`config.mk`:
```
export PLATFORM = sky130hd
export DESIGN_NAME = x86_privileged_opcode_detector_top
export DESIGN_NICKNAME = d
export VERILOG_FILES = /design/src/rtl/x86pod_pkg.sv /design/src/rtl/x86pod_in_stage.sv /design/src/rtl/x86pod_parser.sv /design/src/rtl/x86_privileged_opcode_detector_top.sv
export VERILOG_INCLUDE_DIRS = /design/src /design/src/rtl
export SDC_FILE = /design/constraint.sdc
export NUM_CORES = 1
export LEC_CHECK = 0
export BUFFER_PORTS_ARGS = -buffer_cell sky130_fd_sc_hd__buf_2
export CAP_MARGIN = 25
export CORE_ASPECT_RATIO = 0.9
export CORE_MARGIN = 2
export CORE_UTILIZATION = 52
export CTS_CLUSTER_DIAMETER = 100
export DETAILED_ROUTE_END_ITERATION = 6
export PLACE_DENSITY = 0.75
export SKIP_CTS_REPAIR_TIMING = 1
export SYNTH_ARGS = -nofsm -noshare
export SYNTH_HDL_FRONTEND = slang
export SYNTH_SLANG_ARGS = --single-unit
export TNS_END_PERCENT = 100
```
`constraint.sdc`:
```
create_clock -name i_clk -period 2.1 [get_ports i_clk]
set_clock_uncertainty 0.05 [all_clocks]
set_input_delay 0.21 -clock i_clk [delete_from_list [all_inputs] [get_ports i_clk]]
set_output_delay 0.21 -clock i_clk [all_outputs]
set_load 0.02 [all_outputs]
```
`src/rtl/x86_privileged_opcode_detector_top_macros.svh`:
```
// Assertion macros used by the privileged opcode detector parser.
`ifndef X86_PRIVILEGED_OPCODE_DETECTOR_TOP_MACROS_SVH
`define X86_PRIVILEGED_OPCODE_DETECTOR_TOP_MACROS_SVH

// Same-cycle implication, sampled on i_clk and idle while reset is held.
`define X86POD_ASSERT_SAME(label, ante, cons) \
    label: assert property (@(posedge i_clk) disable iff (!i_rst_n) (ante) |-> (cons)) \
        else $error("x86pod: same-cycle check failed");

// Next-cycle implication, sampled on i_clk and idle while reset is held.
`define X86POD_ASSERT_NEXT(label, ante, cons) \
    label: assert property (@(posedge i_clk) disable iff (!i_rst_n) (ante) |=> (cons)) \
        else $error("x86pod: next-cycle check failed");

`endif

```
`src/rtl/x86pod_pkg.sv`:
```
// Package with the word types and opcode classification functions of the detector.
`timescale 1ns / 1ps

package x86pod_pkg;

    localparam int BYTE_W  = 8;
    localparam int COUNT_W = 5;
    localparam int PFX_W   = 4;

    typedef struct packed {
        logic [BYTE_W-1:0] instr_byte;
        logic              start_req;
    } t_in_word;

    typedef struct packed {
        logic               privileged;
        logic               too_many_prefixes;
        logic [COUNT_W-1:0] bytes_used;
    } t_out_word;

    localparam logic [BYTE_W-1:0] OP_ESCAPE = 8'h0F;
    localparam logic [BYTE_W-1:0] OP_HLT    = 8'hF4;
    localparam logic [BYTE_W-1:0] OP_CLI    = 8'hFA;
    localparam logic [BYTE_W-1:0] OP_STI    = 8'hFB;
    localparam logic [BYTE_W-1:0] OP2_GRP6  = 8'h00;
    localparam logic [BYTE_W-1:0] OP2_GRP7  = 8'h01;
    localparam logic [BYTE_W-1:0] OP2_ESC38 = 8'h38;
    localparam logic [BYTE_W-1:0] OP2_GRP9  = 8'hC7;

    // Segment, size, LOCK, REP and REX prefixes.
    function automatic logic is_prefix(input logic [BYTE_W-1:0] b);
        logic r;
        case (b) inside
            [8'h40:8'h4F],
            8'h26, 8'h2E, 8'h36, 8'h3E,
            8'h64, 8'h65, 8'h66, 8'h67,
            8'hF0, 8'hF2, 8'hF3: r = 1'b1;
            default:             r = 1'b0;
        endcase
        return r;
    endfunction

    function automatic logic first_is_privileged(input logic [BYTE_W-1:0] b);
        return (b == OP_HLT) || (b == OP_CLI) || (b == OP_STI);
    endfunction

    function automatic logic second_is_privileged(input logic [BYTE_W-1:0] b);
        logic r;
        case (b) inside
            8'h06, 8'h07, 8'h08, 8'h09,
            8'h20, 8'h21, 8'h22, 8'h23,
            8'h30, 8'h32, 8'h33, 8'h35,
            8'h78, 8'h79: r = 1'b1;
            default:      r = 1'b0;
        endcase
        return r;
    endfunction

    function automatic logic second_needs_third(input logic [BYTE_W-1:0] b);
        return (b == OP2_GRP6) || (b == OP2_GRP7) || (b == OP2_ESC38) || (b == OP2_GRP9);
    endfunction

    function automatic logic third_is_privileged(input logic [BYTE_W-1:0] sec,
                                                 input logic [BYTE_W-1:0] b);
        logic [2:0] modrm_reg;
        logic       r;
        modrm_reg = b[5:3];
        case (sec)
            OP2_GRP6: r = (modrm_reg == 3'd2) || (modrm_reg == 3'd3);
            OP2_GRP7: begin
                case (b) inside
                    8'hC1, 8'hC2, 8'hC3, 8'hC4,
                    8'hC8, 8'hC9, 8'hD1, 8'hF8: r = 1'b1;
                    default: r = (modrm_reg == 3'd2) || (modrm_reg == 3'd3) ||
                                 (modrm_reg == 3'd6) || (modrm_reg == 3'd7);
                endcase
            end
            OP2_ESC38: r = (b == 8'h80) || (b == 8'h81);
            OP2_GRP9:  r = (modrm_reg == 3'd6) || (modrm_reg == 3'd7);
            default:   r = 1'b0;
        endcase
        return r;
    endfunction

endpackage

```
`src/rtl/x86pod_in_stage.sv`:
```
// Input register holding one instruction byte word ahead of the parser.
`timescale 1ns / 1ps

module x86pod_in_stage (
    input  logic               i_clk,
    input  logic               i_rst_n,
    input  logic               i_valid,
    output logic               o_ready,
    input  x86pod_pkg::t_in_word i_word,
    input  logic               i_take,
    output logic               o_valid,
    output x86pod_pkg::t_in_word o_word
);

    logic                 r_valid;
    x86pod_pkg::t_in_word r_word;

    // The slot frees itself in the same cycle the parser takes its word.
    assign o_ready = !r_valid || i_take;
    assign o_valid = r_valid;
    assign o_word  = r_word;

    always_ff @(posedge i_clk) begin
        if (!i_rst_n) begin
            r_valid <= 1'b0;
        end else if (i_valid && o_ready) begin
            r_valid <= 1'b1;
        end else if (i_take) begin
            r_valid <= 1'b0;
        end
    end

    always_ff @(posedge i_clk) begin
        if (i_valid && o_ready) begin
            r_word <= i_word;
        end
    end

endmodule

```
`src/rtl/x86pod_parser.sv`:
```
// Prefix and opcode parser with its phase state and the result register.
`timescale 1ns / 1ps
`include "x86_privileged_opcode_detector_top_macros.svh"

module x86pod_parser #(
    parameter int MAX_PREFIXES = 15
) (
    input  logic                  i_clk,
    input  logic                  i_rst_n,
    input  logic                  i_valid,
    input  x86pod_pkg::t_in_word  i_word,
    output logic                  o_take,
    output logic                  o_out_valid,
    input  logic                  i_out_ready,
    output x86pod_pkg::t_out_word o_out_word
);

    localparam logic [1:0] PH_IDLE   = 2'd0;
    localparam logic [1:0] PH_OPCODE = 2'd1;
    localparam logic [1:0] PH_SECOND = 2'd2;
    localparam logic [1:0] PH_THIRD  = 2'd3;

    localparam logic [x86pod_pkg::PFX_W-1:0] PfxLimit = x86pod_pkg::PFX_W'(MAX_PREFIXES);

    logic [1:0]                          r_phase, n_phase;
    logic [x86pod_pkg::PFX_W-1:0]        r_pfx_cnt, n_pfx_cnt;
    logic [x86pod_pkg::BYTE_W-1:0]       r_second, n_second;
    logic [x86pod_pkg::COUNT_W-1:0]      r_byte_cnt, n_byte_cnt;
    logic                                r_out_valid;
    x86pod_pkg::t_out_word               r_out_word;

    logic [1:0]                          cur_phase;
    logic [x86pod_pkg::PFX_W-1:0]        cur_pfx_cnt;
    logic [x86pod_pkg::BYTE_W-1:0]       cur_second;
    logic [x86pod_pkg::COUNT_W-1:0]      cur_byte_cnt;
    logic [x86pod_pkg::BYTE_W-1:0]       b;
    logic                                emit;
    logic                                v_priv;
    logic                                v_tmp;

    assign o_take      = i_valid && (!r_out_valid || i_out_ready);
    assign o_out_valid = r_out_valid;
    assign o_out_word  = r_out_word;
    assign b           = i_word.instr_byte;

    always_comb begin
        // A start word restarts the parse before the byte is looked at.
        cur_phase    = i_word.start_req ? PH_OPCODE : r_phase;
        cur_pfx_cnt  = i_word.start_req ? '0 : r_pfx_cnt;
        cur_second   = i_word.start_req ? '0 : r_second;
        cur_byte_cnt = i_word.start_req ? '0 : r_byte_cnt;

        n_phase    = cur_phase;
        n_pfx_cnt  = cur_pfx_cnt;
        n_second   = cur_second;
        n_byte_cnt = cur_byte_cnt;
        emit       = 1'b0;
        v_priv     = 1'b0;
        v_tmp      = 1'b0;

        if (cur_phase != PH_IDLE) begin
            n_byte_cnt = cur_byte_cnt + x86pod_pkg::COUNT_W'(1);
        end

        unique case (cur_phase)
            PH_IDLE: begin
            end
            PH_OPCODE: begin
                if (x86pod_pkg::is_prefix(b)) begin
                    n_pfx_cnt = cur_pfx_cnt + x86pod_pkg::PFX_W'(1);
                    if (n_pfx_cnt >= PfxLimit) begin
                        emit  = 1'b1;
                        v_tmp = 1'b1;
                    end
                end else if (x86pod_pkg::first_is_privileged(b)) begin
                    emit   = 1'b1;
                    v_priv = 1'b1;
                end else if (b == x86pod_pkg::OP_ESCAPE) begin
                    n_phase = PH_SECOND;
                end else begin
                    emit = 1'b1;
                end
            end
            PH_SECOND: begin
                if (x86pod_pkg::second_is_privileged(b)) begin
                    emit   = 1'b1;
                    v_priv = 1'b1;
                end else if (x86pod_pkg::second_needs_third(b)) begin
                    n_second = b;
                    n_phase  = PH_THIRD;
                end else begin
                    emit = 1'b1;
                end
            end
            PH_THIRD: begin
                emit   = 1'b1;
                v_priv = x86pod_pkg::third_is_privileged(cur_second, b);
            end
            default: begin
                n_phase = PH_IDLE;
            end
        endcase

        if (emit) begin
            n_phase = PH_IDLE;
        end
    end

    always_ff @(posedge i_clk) begin
        if (!i_rst_n) begin
            r_phase     <= PH_IDLE;
            r_pfx_cnt   <= '0;
            r_second    <= '0;
            r_byte_cnt  <= '0;
            r_out_valid <= 1'b0;
        end else begin
            if (o_take) begin
                r_phase    <= n_phase;
                r_pfx_cnt  <= n_pfx_cnt;
                r_second   <= n_second;
                r_byte_cnt <= n_byte_cnt;
            end
            if (o_take && emit) begin
                r_out_valid <= 1'b1;
            end else if (i_out_ready) begin
                r_out_valid <= 1'b0;
            end
        end
    end

    always_ff @(posedge i_clk) begin
        if (o_take && emit) begin
            r_out_word.privileged        <= v_priv;
            r_out_word.too_many_prefixes <= v_tmp;
            r_out_word.bytes_used        <= n_byte_cnt;
        end
    end

    `X86POD_ASSERT_SAME(a_tmp_not_priv, r_out_valid && r_out_word.too_many_prefixes, !r_out_word.privileged)
    `X86POD_ASSERT_SAME(a_bytes_nonzero, r_out_valid, r_out_word.bytes_used != '0)
    `X86POD_ASSERT_NEXT(a_idle_after_verdict, o_take && emit, r_phase == PH_IDLE && r_out_valid)
    `X86POD_ASSERT_SAME(a_pfx_within_limit, 1'b1, r_pfx_cnt <= PfxLimit)

endmodule

```
`src/rtl/x86_privileged_opcode_detector_top.sv`:
```
// Top level of the x86 privileged opcode detector.
`timescale 1ns / 1ps

// The detector takes an x86 instruction stream one byte per input word on a
// valid/ready channel (i_in_valid, o_in_ready, i_instr_byte, i_start_req). A
// word with i_start_req set begins a new instruction and drops any parse in
// progress. Prefix bytes are skipped; the opcode bytes are then classified.
// Each instruction not cut short by a new start yields one result word on the
// output channel (o_out_valid, i_out_ready, o_privileged, o_too_many_prefixes,
// o_bytes_used), issued for the byte that settles the verdict. Bytes that
// arrive after a verdict and before the next start produce no result.
// A byte accepted into the input register is parsed from it, and its result is
// captured in the output register and offered on o_out_valid. Throughput is
// one byte per cycle while the receiver does not stall, set by the parse that
// lies combinationally between the two registers.
// When the receiver stalls, the result word is held in the output register and
// the input register keeps one further word; only then does o_in_ready drop.
// Synchronous reset empties both registers and returns the parser to idle, so
// bytes without a start are ignored until the first start word arrives.
// MAX_PREFIXES (1 to 15) sets the prefix count at which an instruction is
// reported as not privileged with the too-many-prefixes flag.

module x86_privileged_opcode_detector_top #(
    parameter int MAX_PREFIXES = 15
) (
    input  logic       i_clk,
    input  logic       i_rst_n,
    input  logic       i_in_valid,
    output logic       o_in_ready,
    input  logic [7:0] i_instr_byte,
    input  logic       i_start_req,
    output logic       o_out_valid,
    input  logic       i_out_ready,
    output logic       o_privileged,
    output logic       o_too_many_prefixes,
    output logic [4:0] o_bytes_used
);

    x86pod_pkg::t_in_word  in_word;
    x86pod_pkg::t_in_word  held_word;
    x86pod_pkg::t_out_word out_word;
    logic                  held_valid;
    logic                  take;

    assign in_word.instr_byte = i_instr_byte;
    assign in_word.start_req  = i_start_req;

    // One-word input register in front of the parser.
    x86pod_in_stage u_in_stage (
        .i_clk   (i_clk),
        .i_rst_n (i_rst_n),
        .i_valid (i_in_valid),
        .o_ready (o_in_ready),
        .i_word  (in_word),
        .i_take  (take),
        .o_valid (held_valid),
        .o_word  (held_word)
    );

    // Parse state, classification and the result register.
    x86pod_parser #(
        .MAX_PREFIXES (MAX_PREFIXES)
    ) u_parser (
        .i_clk       (i_clk),
        .i_rst_n     (i_rst_n),
        .i_valid     (held_valid),
        .i_word      (held_word),
        .o_take      (take),
        .o_out_valid (o_out_valid),
        .i_out_ready (i_out_ready),
        .o_out_word  (out_word)
    );

    assign o_privileged        = out_word.privileged;
    assign o_too_many_prefixes = out_word.too_many_prefixes;
    assign o_bytes_used        = out_word.bytes_used;

endmodule

```
* Word level (Yosys, flattened, before mapping)
Index checks and enable logic that the tools add are counted.
** Operators by class
- Add/subtract/negate cells :: 2
- Magnitude comparators :: 3
- Equal/unequal tests :: 52
- Mux-type cells :: 38
- Reductions and logical operators :: 27
** Operators with widths (number)
- $eq A8 B8 Y1 const B :: 18
- $eq A8 B6 Y1 const B :: 14
- $eq A8 B7 Y1 const B :: 6
- $mux W8 :: 4
- $eq A8 B4 Y1 const B :: 3
- $mux W1 :: 18
- $eq A8 B1 Y1 const B :: 2
- $eq A8 B3 Y1 const B :: 2
- $logic_not A8 Y1 :: 2
- $mux W2 :: 7
- $reduce_or A14 Y1 :: 1
- $logic_or A1 B1 Y1 :: 12
- $mux W4 :: 3
- $reduce_or A12 Y1 :: 1
- $mux W5 :: 2
- $ge A8 B7 Y1 const B :: 1
- $le A8 B7 Y1 const B :: 1
- $reduce_or A8 Y1 :: 1
- $eq A3 B2 Y1 const B :: 2
- $eq A3 B3 Y1 const B :: 2
- $pmux W1 S3 :: 2
- $reduce_bool A2 Y1 :: 3
- $add A5 B1 Y5 const B :: 1
- $add A4 B1 Y4 const B :: 1
- 8 further kinds :: 13
** Word-level totals
- Bits in registers :: 37
- Bits of input ports :: 13
- Output and inout bits :: 9
- Logic and storage cells :: 133

* Longest topological paths before layout
- Depth in word-level cells :: 9
- Gate-level depth with buffers :: 10
- Depth with buffers taken out :: 9

* Hierarchy
Synthesis repeated with hierarchy kept, for this count alone.
** Unflattened totals
- Cell total of the unflattened synthesis :: 214
- Area, all modules :: 1980.6 µm²
** Modules (own cells, without submodules)
- x86pod_parser :: times used 1, cells each 200, area an instance 1652.8 µm²
- x86pod_in_stage :: times used 1, cells each 14, area an instance 327.8 µm²

* Worst setup path before layout
No wires, ideal clock.
- Kind :: register to register
- From :: reg u_in_stage.r_word, in the netlist u_in_stage.o_word[0]
- To :: reg u_parser.r_out_word, in the netlist u_parser.o_out_word[0], enable pin
- Data arrival time :: 1.934 ns
- Path slack :: -0.210 ns
- Cell stages (with the launch flop) :: 10
- Buffers on the path :: 1
- Clock period less this slack :: 2.310 ns
- Cell sequence :: edfxtp_1 clkbuf_1 nor2b_1 ha_1 a21oi_1 mux2i_1 o22ai_1 o2111ai_2 o311ai_1 and2_1
** On the way
- Cells in the longest elaborated chain, start to end :: 7
** RTL lines
- start, declared :: line x86pod_in_stage.sv:16 : x86pod_pkg::t_in_word r_word;
- start signal, assigned :: line x86pod_in_stage.sv:35 : r_word <= i_word;
- $mux W4 :: line x86pod_parser.sv:49 : cur_pfx_cnt = i_word.start_req ? '0 : r_pfx_cnt;
- $add A4 B1 Y4 :: line x86pod_parser.sv:70 : n_pfx_cnt = cur_pfx_cnt + x86pod_pkg::PFX_W'(1);
- $ge A4 B4 Y1 :: line x86pod_parser.sv:71 : if (n_pfx_cnt >= PfxLimit) begin
- $mux W1 :: line x86pod_parser.sv:71
- $mux W1 :: line x86pod_parser.sv:69 : if (x86pod_pkg::is_prefix(b)) begin
- $pmux W1 S3 (*) :: line x86pod_parser.sv:65 : unique case (cur_phase)
- $logic_and A1 B1 Y1 (*) :: line x86pod_parser.sv:132 : if (o_take && emit) begin
- end, declared :: line x86pod_parser.sv:30 : x86pod_pkg::t_out_word r_out_word;
Mark *: on every way between the ends. The rest lies on a longest branch, timed or not.
A chain may end at the register's enable or synchronous reset.

* Final worst setup path
Ends and elaborated chain as after synthesis.

==> summary.txt <==
Status
  – Status: finished with violations
  – Failing checks: setup timing

Critical path
  – Crit path max fanout: 7
  – Critical Path RT: 2060 ps
  – Crit start category: flip-flop
  – Number of cells on the worst reg-to-reg path: 8
  – Capturing element type of the critical path: flip-flop
  – Critical Path AT: 2060 ps
  – Critical setup path kind: reg -> reg

Clock tree
  – Number of sinks on the clock net: 37
  – Deepest clock path buffer count: 2
  – Maximum level of the CTS H-tree: 2
  – Clk_lat worst skew: 290 ps
  – Root Driver: sky130_fd_sc_hd__clkbuf_8
  – TritonCTS clock tree: yes
  – Clock Pin Slew Worst Setup and Hold Paths: 70 ps
  – Inserted Clock Buffers: 5

Cells and area
  – Syn-to-layout area delta: 20.8%
  – Count of antenna diodes in the layout: 0
  – Non-filler instance count after layout: 307
  – Number of filler cells placed in the layout: 304
  – Number of nets in the layout: 280
  – Layout cell share with drive strength beyond 1: 27.2%

Min path
  – Number of instances on the worst hold path: 1
  – Class of the worst hold path: in -> reg

Route
  – Drt via density: 5.80
  – Total via count in the routed design: 1782
  – Remaining routing DRC violations: 0
  – First drt pass iteration count: 5
  – Antenna Nets Post-Route: 0
  – WL final: 4.77 mm
  – Initial detailed-routing violation count: 143
  – Routed wirelength normalized by instance count: 15.5 um

Die
  – Die Outline Area: 0.00448 sq mm
  – Die width: 70.4 um
  – Cell row count: 21
  – Core region area: 0.00376 sq mm
  – Floorplan die height: 63.7 um
  – Initial Util: 54.8%
  – Count of pins on the block boundary: 22

Placement
  – Post-Place Worst Slack: 18.8 ps
  – Cell count after placement: 296
  – Count of input and output buffers: 21
  – Placed wire-length estimate after detailed placement: 3.52 mm
  – RePlAce Congestion: 0.927

Timing
  – Pins Over Slew Limit: 0
  – Count of endpoints failing hold in the final timing report: 0
  – RSZ-0062 raised after global routing: true
  – Crit path setup slack, layout: -7.81 ps
  – Final critical-path required period: 2110 ps
  – Number of setup violations in the final report: 7
  – Tcrit/Tclk final: 100%
  – Worst Tran Pin Value: 463 ps
  – Fmax: 474 MHz
  – Normalized max-slew margin: 69.1%

Synthesis
  – Post-synthesis net count: 241
  – Synthesized cell area: 0.00206 sq mm
  – Synthesized netlist cell count: 221
  – Average cell area after synthesis: 9.32 sq um
  – Number of flops mapped to enable cells by yosys: 16
  – Post-synthesis sequential element count: 37
  – Register area share after synthesis: 43.7%
  – Synth unique cells: 52
  – YS warnings: 0
  – Main flop type after synthesis: sky130_fd_sc_hd__dfxtp_1
  – Async set-reset flop share out of synthesis: 0%

Power
  – Power dissipated by switching net loads: 0.000377 W
  – Switch share: 24.7%
  – Relative contribution of combinational cells to total power: 11.5%
  – Sequential share of power: 52.1%
  – Internal power summed over all cells: 0.00115 W
  – Pwr per Cell Area: 612 mW/mm^2
  – Total leakage power: 0.945 nW
  – Part of the power in the clock network: 36.5%
  – Worst vdd ir: 0.524 mV

Global routing
  – Antenna violations before repair: 0
  – Global Route Usage Sum: 22.8%
  – Pin count of the biggest net entering global routing: 14
  – Global-route wire length before repair: 7.86 mm
  – Overflow left after global routing: 0
  – Vias in the first global route: 1690

Job
  – Max-capacitance violation count: 0
-- through the flow --
step           instance area [sq um]  hold WS, ps  utilization, %  total power [W]  TNS (ps)
3_5_place_dp                    2340          338            62.2         0.000976         0
6_report                        2490         41.7            66.3          0.00152     -43.4
3_3_place_gp                    2340          336            62.2         0.000973         0
4_1_cts                         2440         29.6            64.9          0.00153         0
2_1_floorplan                   2090          259               -         0.000912         0
5_1_grt                         2490         26.7            66.3          0.00158     -1070
-- layout make-up --
cell class                 instances  area, sq um  share of cell area (%)
tap                               46         57.6                    2.31
multi-input combinational        162         1110                    44.6
clock inverter                     1         3.75                   0.151
inverter                          12         45.0                    1.81
sequential                        37          901                    36.2
timing repair buffer              42          275                    11.1
clock buffer                       7         97.6                    3.92
-- routing by layer --
layer,GRT usage [%],up-vias,share of wire (%)
met5,0,-,0
met3,5.44,7,7.2
met4,8.41,0,1.1
li1,-,878,-
met1,31.3,829,46
met2,34.8,68,46
-- sequential cells by signal, indices dropped and copies added, names as in the netlist --
name                  flops
u_parser.r_second         8
u_parser.o_out_valid      1
u_parser.o_out_word       7
u_in_stage.o_valid        1
u_parser.r_phase          2
u_in_stage.o_word         9
u_parser.r_byte_cnt       5
u_parser.r_pfx_cnt        4
-- logic make-up after synthesis --
logic type	share of synthesized area [%]
adder cells (fa/ha/maj)	4.25
XOR/XNOR	1.70
multiplexers	1.58
buffers and inverters	4.80
AND/OR/NAND/NOR	24.7
flip-flops	43.7
AO/OA/AOI/OAI	19.3
-- cell usage after synthesis (all sizes together) (3+ instances only) --
master,n,share of area [%]
a21oi,14,3.9
a22o,8,3.4
and2,3,0.91
buf,6,1.9
clkbuf,4,0.73
dfxtp,21,20
edfxtp,16,23
ha,7,4.2
inv,12,2.2
nand2,29,5.3
nand2b,5,2.2
nand3,8,1.9
nand3b,3,1.1
nand4,6,1.8
nor2,18,3.4
nor2b,10,3.0
nor3,5,1.2
o21ai,6,1.5
o22ai,4,1.2
o31ai,3,1.1
-- layout by cell type (no fill, tap or decap), types with 4 or more instances in the layout --
master                     instances
sky130_fd_sc_hd__nand4_1           6
sky130_fd_sc_hd__a22o_1            8
sky130_fd_sc_hd__nor2_1           17
sky130_fd_sc_hd__dfxtp_1          21
sky130_fd_sc_hd__inv_1            12
sky130_fd_sc_hd__buf_4            20
sky130_fd_sc_hd__o21ai_0           5
sky130_fd_sc_hd__a21oi_1          13
sky130_fd_sc_hd__nand3_1           8
sky130_fd_sc_hd__edfxtp_1         16
sky130_fd_sc_hd__ha_2              4
sky130_fd_sc_hd__nor3_1            5
sky130_fd_sc_hd__clkbuf_8          5
sky130_fd_sc_hd__nor2b_1           7
sky130_fd_sc_hd__nand2_1          29
sky130_fd_sc_hd__buf_2            21
-- power groups by stage --
| stage | Sequential [W] | Clock, W | Combinational, W |
|---|---|---|---|
| floorplan | 0.000801 | 0 | 0.000110 |
| global placement | 0.000809 | 0 | 0.000164 |
| detailed placement | 0.000809 | 0 | 0.000166 |
| CTS | 0.000793 | 0.000570 | 0.000167 |
| global route | 0.000797 | 0.000595 | 0.000192 |
| finish | 0.000794 | 0.000556 | 0.000175 |
-- path summary, 6_finish.rpt --
check,startpoint,to,slack [ps]
min reg2reg,u_parser.r_byte_cnt[0]$_SDFFE_PN0P_,u_parser.r_byte_cnt[0]$_SDFFE_PN0P_,430
min,i_instr_byte[6],u_in_stage.o_word[7]$_DFFE_PP_,40
max reg2reg,u_in_stage.o_word[0]$_DFFE_PP_,u_parser.o_out_word[0]$_DFFE_PP_,-8
max,u_in_stage.o_word[0]$_DFFE_PP_,u_parser.o_out_word[0]$_DFFE_PP_,-8
-- worst max-delay path, cell delays in order (launching register included) --
cell and delay [ps]:
sky130_fd_sc_hd__edfxtp_1 510, sky130_fd_sc_hd__nor2b_2 200, sky130_fd_sc_hd__ha_2 200, sky130_fd_sc_hd__nor2b_4 130, sky130_fd_sc_hd__nand2_1 60, sky130_fd_sc_hd__o22ai_2 180
sky130_fd_sc_hd__o2111ai_2 130, sky130_fd_sc_hd__o311ai_2 100, sky130_fd_sc_hd__and2_4 260
Note: power is estimated with default switching activity, not from simulation.
